File: config.mk
export PLATFORM = sky130hd
export DESIGN_NAME = dual_motor_speed_sync_flat
export DESIGN_NICKNAME = d
export VERILOG_FILES = /design/src/sv/dms_pkg.sv /design/src/sv/dms_in_if.sv /design/src/sv/dms_out_if.sv /design/src/sv/dms_cfg_if.sv /design/src/sv/dms_cfg_regs.sv /design/src/sv/dms_mult.sv /design/src/sv/dms_ctrl.sv /design/src/sv/dual_motor_speed_sync.sv /design/src/flat_wrapper.sv
export SDC_FILE = /design/constraint.sdc
export NUM_CORES = 1
export LEC_CHECK = 0
export BUFFER_PORTS_ARGS = -buffer_cell sky130_fd_sc_hd__buf_2
export CORE_UTILIZATION = 62
export DETAILED_ROUTE_END_ITERATION = 16
export GPL_ROUTABILITY_DRIVEN = 0
export PLACE_DENSITY = 0.9
export SYNTH_ARGS = -nofsm -noshare
export SYNTH_HDL_FRONTEND = slang
export SYNTH_SLANG_ARGS = --single-unit
File: constraint.sdc
create_clock -name clk -period 15.6 [get_ports clk]
set_input_delay 0.78 -clock clk [delete_from_list [all_inputs] [get_ports clk]]
set_output_delay 0.78 -clock clk [all_outputs]
set_load 0.01 [all_outputs]
File: src/sv/dms_pkg.sv
// ----------------------------------------------------------------------------
// dms_pkg
// Shared types and constants for the dual motor speed synchronizer.
// ----------------------------------------------------------------------------
package dms_pkg;

  // field widths
  localparam int SpeedW  = 16;
  localparam int DiffW   = 17;
  localparam int AdjW    = 16;
  localparam int AlphaW  = 17;
  localparam int ThreshW = 16;
  localparam int GainW   = 16;
  localparam int LimitW  = 15;
  localparam int CfgIdxW = 2;
  localparam int CfgDataW = 17;

  // shared multiplier operand and product widths
  localparam int OpW   = 18;
  localparam int ProdW = 2 * OpW;

  // alpha of one in Q1.16
  localparam logic [AlphaW-1:0] ALPHA_ONE = 17'd65536;

  // register reset values
  localparam logic [AlphaW-1:0]  ALPHA_RST  = ALPHA_ONE;
  localparam logic [ThreshW-1:0] THRESH_RST = 16'd0;
  localparam logic [GainW-1:0]   GAIN_RST   = 16'd256;
  localparam logic [LimitW-1:0]  LIMIT_RST  = 15'd32767;

  // register indexes
  typedef enum logic [CfgIdxW-1:0] {
    CFG_ALPHA  = 2'd0,
    CFG_THRESH = 2'd1,
    CFG_GAIN   = 2'd2,
    CFG_LIMIT  = 2'd3
  } cfg_idx_t;

  // current register values
  typedef struct packed {
    logic [AlphaW-1:0]  alpha;
    logic [ThreshW-1:0] thresh;
    logic [GainW-1:0]   gain;
    logic [LimitW-1:0]  limit;
  } cfg_t;

endpackage

File: src/sv/dms_in_if.sv
// ----------------------------------------------------------------------------
// dms_in_if
// Speed sample channel: one left/right pair per beat.
// ----------------------------------------------------------------------------
interface dms_in_if import dms_pkg::*; ();
  logic                     valid;
  logic                     ready;
  logic signed [SpeedW-1:0] left_sample;
  logic signed [SpeedW-1:0] right_sample;

  modport source (output valid, output left_sample, output right_sample, input ready);
  modport sink   (input valid, input left_sample, input right_sample, output ready);
endinterface

File: src/sv/dms_out_if.sv
// ----------------------------------------------------------------------------
// dms_out_if
// Result channel: filtered difference and adjustment per beat.
// ----------------------------------------------------------------------------
interface dms_out_if import dms_pkg::*; ();
  logic                    valid;
  logic                    ready;
  logic signed [DiffW-1:0] filtered_difference;
  logic signed [AdjW-1:0]  adjustment;

  modport source (output valid, output filtered_difference, output adjustment, input ready);
  modport sink   (input valid, input filtered_difference, input adjustment, output ready);
endinterface

File: src/sv/dms_cfg_if.sv
// ----------------------------------------------------------------------------
// dms_cfg_if
// Register write channel: index and data per beat.
// ----------------------------------------------------------------------------
interface dms_cfg_if import dms_pkg::*; ();
  logic                valid;
  logic                ready;
  logic [CfgIdxW-1:0]  index;
  logic [CfgDataW-1:0] data;

  modport source (output valid, output index, output data, input ready);
  modport sink   (input valid, input index, input data, output ready);
endinterface

File: src/sv/dms_cfg_regs.sv
// ----------------------------------------------------------------------------
// dms_cfg_regs
// Configuration register file, written one register per beat.
// ----------------------------------------------------------------------------
module dms_cfg_regs import dms_pkg::*; (
  input  logic      clk,
  input  logic      rst,
  dms_cfg_if.sink   cfg,
  output cfg_t      regs
);

  // writes are always taken
  assign cfg.ready = 1'b1;

  // register update
  always_ff @(posedge clk) begin
    if (rst) begin
      regs.alpha  <= ALPHA_RST;
      regs.thresh <= THRESH_RST;
      regs.gain   <= GAIN_RST;
      regs.limit  <= LIMIT_RST;
    end else if (cfg.valid) begin
      case (cfg_idx_t'(cfg.index))
        CFG_ALPHA:  regs.alpha  <= cfg.data[AlphaW-1:0];
        CFG_THRESH: regs.thresh <= cfg.data[ThreshW-1:0];
        CFG_GAIN:   regs.gain   <= cfg.data[GainW-1:0];
        CFG_LIMIT:  regs.limit  <= cfg.data[LimitW-1:0];
        default: ;
      endcase
    end
  end

endmodule

File: src/sv/dms_mult.sv
// ----------------------------------------------------------------------------
// dms_mult
// Shared signed 18x18 multiplier with registered product.
// ----------------------------------------------------------------------------
module dms_mult import dms_pkg::*; (
  input  logic                    clk,
  input  logic signed [OpW-1:0]   op_a,
  input  logic signed [OpW-1:0]   op_b,
  output logic signed [ProdW-1:0] prod
);

  // product register
  always_ff @(posedge clk) begin
    prod <= ProdW'(op_a) * ProdW'(op_b);
  end

endmodule

File: src/sv/dms_ctrl.sv
// ----------------------------------------------------------------------------
// dms_ctrl
// Sequencer and datapath: ema update, deadband test, gain and clamp,
// both products through the shared multiplier.
// ----------------------------------------------------------------------------
module dms_ctrl import dms_pkg::*; (
  input  logic                    clk,
  input  logic                    rst,
  input  cfg_t                    regs,
  dms_in_if.sink                  samples,
  dms_out_if.source               results,
  output logic signed [OpW-1:0]   op_a,
  output logic signed [OpW-1:0]   op_b,
  input  logic signed [ProdW-1:0] prod
);

  typedef enum logic [2:0] {
    S_IDLE,
    S_MUL1,
    S_EMA,
    S_MUL2,
    S_ADJ
  } state_t;

  localparam int AdjFullW = ProdW - 8;

  state_t                  state;
  logic signed [DiffW-1:0] smoothed;
  logic                    in_band;

  logic signed [OpW-1:0]      diff_next;
  logic [AlphaW-1:0]          alpha_sat;
  logic signed [DiffW-1:0]    f_next;
  logic [ThreshW-1:0]         mag_next;
  logic signed [AdjFullW-1:0] adj_full;
  logic signed [AdjFullW-1:0] lim_pos;
  logic signed [AdjW-1:0]     adj_next;
  logic                       out_free;

  assign samples.ready = (state == S_IDLE);
  assign out_free      = !results.valid || results.ready;

  // raw difference minus old state, the ema step input
  assign diff_next = OpW'(samples.left_sample) - OpW'(samples.right_sample) - OpW'(smoothed);

  // alpha above one behaves as one
  assign alpha_sat = regs.alpha[AlphaW-1] ? ALPHA_ONE : regs.alpha;

  // new state: old plus floor of alpha times step over 2^16
  assign f_next = smoothed + DiffW'(prod >>> 16);

  // magnitude of the new state fits 16 bits
  assign mag_next = f_next[DiffW-1] ? ThreshW'(-f_next) : ThreshW'(f_next);

  // gain product floor over 2^8, then clamp
  assign adj_full = AdjFullW'(prod >>> 8);
  assign lim_pos  = AdjFullW'($signed({1'b0, regs.limit}));

  always_comb begin
    if (!in_band) begin
      adj_next = '0;
    end else if (adj_full > lim_pos) begin
      adj_next = AdjW'(lim_pos);
    end else if (adj_full < -lim_pos) begin
      adj_next = AdjW'(-lim_pos);
    end else begin
      adj_next = AdjW'(adj_full);
    end
  end

  // sequencer, state and registered outputs
  always_ff @(posedge clk) begin
    if (rst) begin
      state         <= S_IDLE;
      smoothed      <= '0;
      results.valid <= 1'b0;
    end else begin
      // output valid: set on load, cleared once taken
      if (state == S_ADJ && out_free) begin
        results.valid <= 1'b1;
      end else if (results.valid && results.ready) begin
        results.valid <= 1'b0;
      end
      case (state)
        S_IDLE: begin
          if (samples.valid) begin
            op_a  <= diff_next;
            op_b  <= OpW'($signed({1'b0, alpha_sat}));
            state <= S_MUL1;
          end
        end
        S_MUL1: begin
          state <= S_EMA;
        end
        S_EMA: begin
          smoothed <= f_next;
          in_band  <= (mag_next >= regs.thresh);
          op_a     <= OpW'(f_next);
          op_b     <= OpW'($signed({1'b0, regs.gain}));
          state    <= S_MUL2;
        end
        S_MUL2: begin
          state <= S_ADJ;
        end
        S_ADJ: begin
          if (out_free) begin
            results.filtered_difference <= smoothed;
            results.adjustment          <= adj_next;
            state                       <= S_IDLE;
          end
        end
        default: begin
          state <= S_IDLE;
        end
      endcase
    end
  end

endmodule

File: src/sv/dual_motor_speed_sync.sv
// ----------------------------------------------------------------------------
// dual_motor_speed_sync
// Left/right motor speed synchronizer: ema-filtered difference with deadband
// and clamped proportional correction.
// ----------------------------------------------------------------------------
// Each accepted sample beat produces exactly one result beat. The accept
// cycle forms the raw difference, then a small sequencer runs two passes
// through one shared 18x18 multiplier (alpha times the ema step, then gain
// times the filtered difference), each pass a product step plus an add,
// shift and compare step. The next sample is taken the cycle after the
// result is loaded into the output register, so only one sample is in
// flight at a time; a result still waiting in the output register holds
// the sequencer in its last step. Register writes are taken at any time
// and should only happen while the block is idle.
module dual_motor_speed_sync import dms_pkg::*; (
  input  logic       clk,
  input  logic       rst,
  dms_in_if.sink     samples,
  dms_out_if.source  results,
  dms_cfg_if.sink    cfg
);

  cfg_t                    regs;
  logic signed [OpW-1:0]   op_a;
  logic signed [OpW-1:0]   op_b;
  logic signed [ProdW-1:0] prod;

  // configuration registers
  dms_cfg_regs u_regs (
    .clk  (clk),
    .rst  (rst),
    .cfg  (cfg),
    .regs (regs)
  );

  // shared multiplier
  dms_mult u_mult (
    .clk  (clk),
    .op_a (op_a),
    .op_b (op_b),
    .prod (prod)
  );

  // sequencer and datapath
  dms_ctrl u_ctrl (
    .clk     (clk),
    .rst     (rst),
    .regs    (regs),
    .samples (samples),
    .results (results),
    .op_a    (op_a),
    .op_b    (op_b),
    .prod    (prod)
  );

endmodule
File: src/flat_wrapper.sv
// flat-port wrapper written by rule: the top's interface ports become plain ports
module dual_motor_speed_sync_flat import dms_pkg::*;
  (clk, rst, samples_valid, samples_left_sample, samples_right_sample, samples_ready, results_valid, results_filtered_difference, results_adjustment, results_ready, cfg_valid, cfg_index, cfg_data, cfg_ready);
  dms_in_if samples_i ();
  dms_out_if results_i ();
  dms_cfg_if cfg_i ();
  input  logic clk;
  input  logic rst;
  input wire logic [$bits(samples_i.valid)-1:0] samples_valid;
  input wire logic [$bits(samples_i.left_sample)-1:0] samples_left_sample;
  input wire logic [$bits(samples_i.right_sample)-1:0] samples_right_sample;
  output wire logic [$bits(samples_i.ready)-1:0] samples_ready;
  output wire logic [$bits(results_i.valid)-1:0] results_valid;
  output wire logic [$bits(results_i.filtered_difference)-1:0] results_filtered_difference;
  output wire logic [$bits(results_i.adjustment)-1:0] results_adjustment;
  input wire logic [$bits(results_i.ready)-1:0] results_ready;
  input wire logic [$bits(cfg_i.valid)-1:0] cfg_valid;
  input wire logic [$bits(cfg_i.index)-1:0] cfg_index;
  input wire logic [$bits(cfg_i.data)-1:0] cfg_data;
  output wire logic [$bits(cfg_i.ready)-1:0] cfg_ready;
  assign samples_i.valid = samples_valid;
  assign samples_i.left_sample = samples_left_sample;
  assign samples_i.right_sample = samples_right_sample;
  assign samples_ready = samples_i.ready;
  assign results_valid = results_i.valid;
  assign results_filtered_difference = results_i.filtered_difference;
  assign results_adjustment = results_i.adjustment;
  assign results_i.ready = results_ready;
  assign cfg_i.valid = cfg_valid;
  assign cfg_i.index = cfg_index;
  assign cfg_i.data = cfg_data;
  assign cfg_ready = cfg_i.ready;
  dual_motor_speed_sync u_core (.clk(clk), .rst(rst), .samples(samples_i), .results(results_i), .cfg(cfg_i));
endmodule
# After elaboration in Yosys (flattened, before gate mapping)
# Cells that the tools add are included.
[word_totals] mem_bits_ro=0 elab_cells=64 latch_bits=0 inputBits=56 ramBits=0 regBits=191 memories=0 output_inout_bits=36
[op_classes] reduce_logical=17 shifts=0 div=0 n_mux=13 n_addsub=5 bitwise=2 n_eq_ne=9 order_cmp=3 n_mul=1
[ops] operator="18-bit case mux with 2 select lines" count=2
[ops] operator="18-bit by 18-bit multiplier with 36-bit output" count=1
[ops] operator="18-bit 2-to-1 mux" count=2
[ops] operator="16-bit 2-to-1 mux" count=2
[ops] operator="28-bit by 16-bit greater-than comparator with 1-bit output" count=1
[ops] operator="28-bit less-than comparator" count=1
[ops] operator="15-bit negation with 28-bit output" count=1
[ops] operator="17-bit by 17-bit subtractor with 18-bit output" count=1
[ops] operator="17-bit adder" count=1
[ops] operator="17-bit 2-to-1 mux" count=1
[ops] operator="16-bit by 16-bit subtractor with 17-bit output" count=1
[ops] operator="16-bit greater-or-equal comparator" count=1
[ops] operator="16-bit negation" count=1
[ops] operator="15-bit 2-to-1 mux" count=1
[ops] operator="3-bit case mux with 5 select lines" count=1
[ops] operator="2-bit AND reduction" count=6
[ops] operator="3-bit by 2-bit equality test with 1-bit output, second input constant" count=2
[ops] operator="3-bit 2-to-1 mux" count=2
[ops] operator="3-bit AND reduction" count=2
[ops] operator="2-bit equality test, second input constant" count=2
[ops] operator="2-bit inequality test, second input constant" count=2
[ops] operator="2-bit nonzero test" count=2
[ops] operator="3-bit by 1-bit equality test with 1-bit output, second input constant" count=1
[ops] operator="3-bit equality test, second input constant" count=1
[ops] operator="9 further kinds" count=12

# Longest topological paths before layout
# Gate-level depths: netlist of run 1.
[logic_depth] ltp_word=4 mapped_depth=24 ltp_nobuf=23

# By module
# From an unflattened synthesis of run 1, not the netlist that was laid out.
[hier_totals] hier_cells=2457 hier_area_um2=23107.2
[modules_own_cells] module="dms_mult" cells_each=1370 instances=1 area_per_inst_um2=12813.5 seq_area_each_um2=720.7
[modules_own_cells] module="dms_ctrl" cells_each=837 instances=1 area_per_inst_um2=7671.1 seq_area_each_um2=2492.4
[modules_own_cells] module="dms_cfg_regs" cells_each=250 instances=1 area_per_inst_um2=2622.5 seq_area_each_um2=1281.2

# Worst setup path before layout of run 1
# Ideal clock, no wire load.
[synth_path] kind="register to register" start="reg u_core.u_ctrl.op_b[11]" end="reg u_core.u_mult.prod[30]" slack_ns=9.547 stages_incl_launch_ff=24 arrival_ns=5.933 setup_ns=0.120 n_path_buf=2 required_time_ns=15.480 synth_period_minus_slack_ns=6.053 path_cell_list="edfxtp_1 > clkbuf_1 > clkbuf_1 > nand2_1 > fa_1 > inv_1 > fa_1 > inv_1 > fa_1 > inv_1 > fa_1 > fa_1 > inv_1 > fa_1 > inv_1 > ha_1 > o21ai_0 > o21ai_0 > a221oi_2 > o2bb2ai_2 > a221o_1 > a21oi_2 > o21ai_0 > xnor2_1"
[synth_between] elab_chain_cells=1
[synth_rtl] item="start: declaration" line_no="dms_ctrl.sv:13" rtl="output logic signed [OpW-1:0] op_b,"
[synth_rtl] item="start signal: assignment" line_no="dms_ctrl.sv:88" rtl="op_b <= OpW'($signed({1'b0, alpha_sat}));"
[synth_rtl] item="start signal: assignment" line_no="dms_ctrl.sv:99" rtl="op_b <= OpW'($signed({1'b0, regs.gain}));"
[synth_rtl] item="18-bit by 18-bit multiplier with 36-bit output" line_no="dms_mult.sv:14" rtl="prod <= ProdW'(op_a) * ProdW'(op_b);"
[synth_rtl] item="end signal: assignment" line_no="dms_mult.sv:14"
[synth_rtl] item="end: declaration" line_no="dms_mult.sv:9" rtl="output logic signed [ProdW-1:0] prod"
# No other way between the ends.
# A chain may end at the register's enable or synchronous reset.

# Worst setup path after layout of run 1
[layout_path] start="reg u_core.u_ctrl.op_a[17]" end="reg u_core.u_mult.prod[34]"
[layout_between] elab_chain_cells=1
[layout_rtl] item="start: declaration" line_no="dms_ctrl.sv:12" rtl="output logic signed [OpW-1:0] op_a,"
[layout_rtl] item="start signal: assignment" line_no="dms_ctrl.sv:87" rtl="op_a <= diff_next;"
[layout_rtl] item="start signal: assignment" line_no="dms_ctrl.sv:98" rtl="op_a <= OpW'(f_next);"
[layout_rtl] item="18-bit by 18-bit multiplier with 36-bit output" line_no="dms_mult.sv:14"
# No other way between the ends.

==> summary.md, run 1 <==
| Metric | Value |
|---|---|
| Outcome | complete, no violations |
| HPWL Detailed | 44.5 mm |
| Unrepaired setup endpoints after global routing | no |
| Final setup TNS | 0 ps |
| Number of flops mapped to enable cells by yosys | 69 |
| Num ports | 92 |
| Via count of the routed design | 17.9k |
| CTS Root Cell | sky130_fd_sc_hd__clkbuf_16 |
| Synth Net Count | 3,038 |
| Worst-case headroom to the max-slew limit | 0.190 |
| Average via count per standard cell | 6.04 |
| Area share of fa/ha/maj cells after synthesis | 0.399 |
| Synth Area in Compound Gates | 0.0963 |
| Count of synthesis-stage warnings from yosys | 0 |
| Number of cells upsized or downsized after cts | 0 |
| Cts bufs inserted | 17 |
| # hold bufs at CTS | 0 |
| Tightest Pin Transition | 1210 ps |
| Flops & latches, synth | 182 |
| Maximum capacitance violations | 0 |
| Period Utilization, post-route | 0.438 |
| Number of antenna violations at the first check in global routing | 4 |
| CTS tree | done |
| Nature of the critical path startpoint | register |
| DRT Pass-1 Iters | 6 |
| Top library cells by usage in the layout, fill and taps aside | sky130_fd_sc_hd__inv_1 (482), sky130_fd_sc_hd__nand2_1 (369), sky130_fd_sc_hd__fa_1 (327) |
| Share of synthesized cell area in and, or, nand and nor gates | 0.174 |
| Starting utilization of the core area | 0.636 |
| Nature of the critical path endpoint | register |
| Portion of the post-synthesis area used by sequential elements | 0.196 |
| Mapped Area | 22,100 um2 |
| Minimum clock period after layout | 6830 ps |
| Die area | 36,500 um2 |
| Worst path slowest cell | sky130_fd_sc_hd__fa_1 |
| Netlist cell types | 84 |
| Synth-to-layout area growth | 5.98% |
| Share of flip-flops with an asynchronous set or reset | 0 |
| Maximum single-stage delay on the critical path | 840 ps |
| Register cell area after layout | 4330 um2 |
| First-pass GRT wire length | 95.4 mm |
| Clock sink count | 182 |
| Largest family of logic cells by synthesized area | adder cells |
| Delay-heaviest family, CP | adder cells |
| GRT Total Usage | 0.334 |
| Ordered list of cells on the worst path | nand2_1, fa_1, fa_1, inv_1, fa_1, fa_1, fa_1, inv_1, fa_1, inv_1, ha_1, a21oi_1, o21ai_0, a21o_1, a21o_1, a21oi_1, o21ai_1, a41oi_1, xnor2_1 |
| Final routed DRC violation total | 0 |
| Fill cell instance count of the final layout | 2,432 |
| Pin count of the biggest net entering global routing | 87 |
| Die Span X | 191 um |
| Leading cell type in the layout, fill and taps excluded | sky130_fd_sc_hd__inv_1 |
| Layout cell share with drive strength beyond 1 | 0.0660 |
| Net count of the finished layout | 3,053 |
| Maximum clock path buffer count | 2 |
| Final count of negative-setup-slack endpoints | 0 |
| Die Ht | 191 um |
| Signal arrival time at the worst endpoint | 7210 ps |
| Worst path bufs/invs | 3 |
| Std-Cell Rows | 68 |
| Drt total wl | 57.6 mm |
| Final-report hold violation count | 0 |
| Cell repeated most along the worst path | sky130_fd_sc_hd__fa_1 |
| Worst-skew pair later-pin latency | 460 ps |
| Clock transition at the registers of the reported paths | 80 ps |
| Critical Path Fanout Max | 17 |
| Xor/xnor cell area share of the yosys netlist | 0.0328 |
| Port-buffer cells | 90 |
| Via count of the first global-routing pass | 18.9k |
| Residual overflow from global routing | 0 |
| Mux share of post-synthesis cell area | 0.00158 |
| Skew final | 14.1 ps |
| Combined area of the multi-input logic cells | 15,600 um2 |
| Primary FF master, synth | sky130_fd_sc_hd__dfxtp_1 |
| Mapped Cells | 2,473 |
| Final ANT Viol Nets | 0 |
| Max-slew violation total from the final report | 0 |
| Placeable core area | 34,800 um2 |
| Hold WC Path Type | register to register |
| Critical path required time | 15,980 ps |
| Maximum operating frequency | 146 MHz |
| Worst setup path class | register to register |
| Setup slack of the most critical reg-to-reg path | 8770 ps |
| Initial DRC Count | 2,020 |
| Maximum level of the CTS H-tree | 4 |
| Syn Area/Cell | 8.95 um2 |
| Post-CTS setup-driven buffer insertion count | 0 |
| Routed len/inst | 19.5 um |
flip-flops by register name, summed over array words and instances, names as in the netlist:
name,flops
u_core.u_ctrl.in_band,1
u_core.u_ctrl.op_a,18
u_core.u_ctrl.op_b,17
u_core.u_ctrl.results.adjustment,16
u_core.u_ctrl.results.filtered_difference,17
u_core.u_ctrl.results.valid,1
u_core.u_ctrl.smoothed,17
u_core.u_ctrl.state,3
u_core.u_mult.prod,28
u_core.u_regs.regs,64
synthesized netlist by cell type, types with 15 or more instances:
cell	n	area (um2)
sky130_fd_sc_hd__inv_1	482	1810
sky130_fd_sc_hd__nand2_1	369	1390
sky130_fd_sc_hd__fa_1	327	6550
sky130_fd_sc_hd__ha_1	182	2280
sky130_fd_sc_hd__and2_1	153	957
sky130_fd_sc_hd__dfxtp_1	113	2260
sky130_fd_sc_hd__a21oi_1	112	561
sky130_fd_sc_hd__clkbuf_1	92	345
sky130_fd_sc_hd__nor2_1	90	338
sky130_fd_sc_hd__edfxtp_1	69	2070
sky130_fd_sc_hd__xnor2_1	58	508
sky130_fd_sc_hd__o21ai_0	49	245
sky130_fd_sc_hd__a21o_1	32	240
sky130_fd_sc_hd__nor3_1	32	160
sky130_fd_sc_hd__nand3_1	31	155
sky130_fd_sc_hd__xor2_1	23	201
sky130_fd_sc_hd__and3_1	19	119
sky130_fd_sc_hd__nand3b_1	19	143
sky130_fd_sc_hd__o21a_1	16	120
sky130_fd_sc_hd__a211o_1	15	131
logic make-up (layout without fill, tap and decap cells):
group                      count (synthesis)  in the layout
AOI/OAI and AO/OA                        319            319
xor gates and xnor gates                  82             82
adders and majority gates                509            509
buffers and inverters                    587            615
DFF                                      182            182
muxes                                      3              3
other                                      1              2
and+or+nand+nor                          790            790
area by class of cell:
type	count	area share
diodes	1	0.000107
inverters	484	0.0774
clock inverters	15	0.00832
flip-flops and latches	182	0.185
well taps	455	0.0243
clock buffers	17	0.0181
multi-input cells	1704	0.665
repair buffers	99	0.0221
layer usage:
layer | GRT usage | up-vias | part of all wire
met5 | 0 | - | 0.00064
met4 | 0.155 | 6 | 0.051
met3 | 0.0655 | 245 | 0.10
met2 | 0.556 | 1066 | 0.48
met1 | 0.420 | 8732 | 0.37
li1 | - | 7818 | -
tightest hold or removal path, cell delays in order, from the launching register on:
cell	delay, ps
sky130_fd_sc_hd__dfxtp_1	320
sky130_fd_sc_hd__nand2_1	50
sky130_fd_sc_hd__a21oi_1	50
final timing paths:
check / start / to / cells past startpoint
worst max-delay path: u_core.u_ctrl.op_a[17] / u_core.u_mult.prod[34] / 19
worst min-delay path: u_core.u_regs.regs[30] / u_core.u_regs.regs[30] / 2
worst max register to register: u_core.u_ctrl.op_a[17] / u_core.u_mult.prod[34] / 19
worst min register to register: u_core.u_regs.regs[30] / u_core.u_regs.regs[30] / 2
stage by stage:
stage               std cells  area, um2  worst slack (ps)   util  hold WS, ps
global route             2956      23500              8560  0.674          475
floorplan                2473      22100              9550      -          436
CTS                      2956      23500              8920  0.674          458
global placement         2924      22800              9150  0.656          442
detailed placement       2924      22800              8940  0.656          447
finish                   2957      23500              8770  0.674          459
Power of run 1 is not shown: default switching activity piles up to over one toggle a cycle in this logic, so the estimate is an artifact.
==> inputs of run 2 (changes only) <==
==> constraint.sdc (replaced) <==
create_clock -name clk -period 6.9 [get_ports clk]
set_input_delay 0.345 -clock clk [delete_from_list [all_inputs] [get_ports clk]]
set_output_delay 0.345 -clock clk [all_outputs]
set_load 0.01 [all_outputs]
==> summary.md, run 2 (synthesized netlist as in run 1, its figures left out) <==
| Metric | Value |
|---|---|
| Outcome | complete, no violations (unchanged) |
| GRT Total Usage | 0.332 (was 0.334) |
| Clock transition at the registers of the reported paths | 80 ps (about the same) |
| Initial DRC Count | 2,114 (was 2,020) |
| Critical path required time | 7220 ps (was 15,980 ps) |
| Clock sink count | 182 (unchanged) |
| # hold bufs at CTS | 0 (unchanged) |
| Std-Cell Rows | 68 (unchanged) |
| Worst-case headroom to the max-slew limit | 0.232 (was 0.190) |
| Top library cells by usage in the layout, fill and taps aside | sky130_fd_sc_hd__inv_1 (482), sky130_fd_sc_hd__nand2_1 (369), sky130_fd_sc_hd__fa_1 (326) (was sky130_fd_sc_hd__inv_1 (482), sky130_fd_sc_hd__nand2_1 (369), sky130_fd_sc_hd__fa_1 (327)) |
| Tightest Pin Transition | 1150 ps (was 1210 ps) |
| Die Span X | 191 um (unchanged) |
| Final routed DRC violation total | 0 (unchanged) |
| Port-buffer cells | 90 (unchanged) |
| Maximum level of the CTS H-tree | 4 (unchanged) |
| Fill cell instance count of the final layout | 2,281 (was 2,432) |
| Die area | 36,500 um2 (unchanged) |
| Number of cells after detailed placement | 2,943 (was 2,924) |
| Critical Path Fanout Max | 17 (unchanged) |
| Cts bufs inserted | 17 (unchanged) |
| Maximum capacitance violations | 0 (unchanged) |
| Largest register by flop count | u_core.u_regs.regs (unchanged) |
| Pin count of the biggest net entering global routing | 87 (unchanged) |
| Die Ht | 191 um (unchanged) |
| Worst path setup slack after routing | 71.7 ps (was 8770 ps) |
| Final cell count without fillers | 3,000 (was 2,957) |
| Maximum clock path buffer count | 2 (unchanged) |
| Worst setup path class | register to register (unchanged) |
| Starting utilization of the core area | 0.636 (unchanged) |
| Pre-CTS worst setup slack | 275 ps (was 8940 ps) |
| Smallest hold slack | 106 ps (was 459 ps) |
| Layout cell share with drive strength beyond 1 | 0.0814 (was 0.0660) |
| HPWL Detailed | 45.7 mm (was 44.5 mm) |
| Num ports | 92 (unchanged) |
| DRT Pass-1 Iters | 6 (unchanged) |
| Placeable core area | 34,800 um2 (unchanged) |
| Average via count per standard cell | 6.12 (was 6.04) |
| Routed len/inst | 20.2 um (was 19.5 um) |
| First-pass GRT wire length | 94.2 mm (was 95.4 mm) |
| Nature of the critical path endpoint | register (unchanged) |
| Final setup TNS | 0 ps (unchanged) |
| Final count of negative-setup-slack endpoints | 0 (unchanged) |
| Via count of the routed design | 18.3k (was 17.9k) |
| Minimum clock period after layout | 6830 ps (about the same) |
| Residual overflow from global routing | 0 (unchanged) |
| Nature of the critical path startpoint | register (unchanged) |
| Maximum operating frequency | 146 MHz (about the same) |
| Signal arrival time at the worst endpoint | 7150 ps (was 7210 ps) |
| Period Utilization, post-route | 0.990 (was 0.438) |
| Final ANT Viol Nets | 0 (unchanged) |
| Hold WC Path Type | input pin to register (was register to register) |
| CTS tree | done (unchanged) |
| Net count of the finished layout | 3,095 (was 3,053) |
| Worst-skew pair later-pin latency | 460 ps (about the same) |
| Final-report hold violation count | 0 (unchanged) |
| Top Registers | u_core.u_regs.regs x64, u_core.u_mult.prod x28, u_core.u_ctrl.op_a x18 (unchanged) |
| Number of flip-flops under the largest register name | 64 (unchanged) |
| Number of antenna violations at the first check in global routing | 1 (was 4) |
| Leading cell type in the layout, fill and taps excluded | sky130_fd_sc_hd__inv_1 (unchanged) |
| Via count of the first global-routing pass | 18.7k (was 18.9k) |
| Drt total wl | 60.7 mm (was 57.6 mm) |
| Max-slew violation total from the final report | 0 (unchanged) |
| CTS Root Cell | sky130_fd_sc_hd__clkbuf_16 (unchanged) |
| Skew final | 13.7 ps (was 14.1 ps) |
| Synth-to-layout area growth | 7.36% (was 5.98%) |
==> run 2: worst paths after layout <==
path,startpoint,to,slack [ps],cells past startpoint
worst max-delay path,u_core.u_ctrl.op_a[7],u_core.u_mult.prod[33],70,20
worst min-delay path,samples_valid,u_core.u_ctrl.state[0],110,2
worst max register to register,u_core.u_ctrl.op_a[7],u_core.u_mult.prod[33],70,20
worst min register to register,u_core.u_regs.regs[16],u_core.u_regs.regs[16],460,2
==> run 2: metal layers <==
metal / track usage / wire length (um) / vias to the layer above
met1: 0.404 / 21300 / 8790
met4: 0.190 / 3960 / 0
met2: 0.546 / 28800 / 1301
met3: 0.0721 / 6650 / 345
li1: - / - / 7913
met5: 0 / 0 / -
==> run 2: cell type report <==
class,instances,area (um2),share of cell area
antenna,2,5.00,0.000211
clock buffer,18,429,0.0181
clock inverter,14,170,0.00716
inverter,484,1820,0.0764
multi-input combinational,1704,15600,0.657
sequential,182,4330,0.182
tap,455,569,0.0240
timing repair buffer,141,833,0.0351
==> run 2: stage by stage <==
stage | utilization | instance area (um2)
floorplan | - | 22100
global placement | 0.661 | 23000
detailed placement | 0.661 | 23000
CTS | 0.678 | 23600
global route | 0.683 | 23800
finish | 0.683 | 23800
==> run 2: timing repair <==
item	CTS	global route
gates resized for setup	0	1
endpoints found under the hold margin	0	0
setup buffers	0	23
setup endpoints to repair	0	2
==> run 2: worst max-delay path, stage by stage (launching register included) <==
cell and delay (ps):
sky130_fd_sc_hd__edfxtp_1 650, sky130_fd_sc_hd__and2_1 290, sky130_fd_sc_hd__fa_1 500, sky130_fd_sc_hd__inv_1 50, sky130_fd_sc_hd__fa_1 490, sky130_fd_sc_hd__fa_1 510
sky130_fd_sc_hd__inv_1 50, sky130_fd_sc_hd__fa_1 480, sky130_fd_sc_hd__fa_1 560, sky130_fd_sc_hd__inv_1 60, sky130_fd_sc_hd__fa_1 540, sky130_fd_sc_hd__inv_1 60
sky130_fd_sc_hd__ha_1 360, sky130_fd_sc_hd__a211oi_1 290, sky130_fd_sc_hd__o21ai_0 160, sky130_fd_sc_hd__a221oi_2 310, sky130_fd_sc_hd__o2bb2ai_2 210, sky130_fd_sc_hd__a221oi_2 380
sky130_fd_sc_hd__o21ai_1 200, sky130_fd_sc_hd__a311oi_1 440, sky130_fd_sc_hd__a21oi_1 100
Power of run 2 is left out for the same reason.
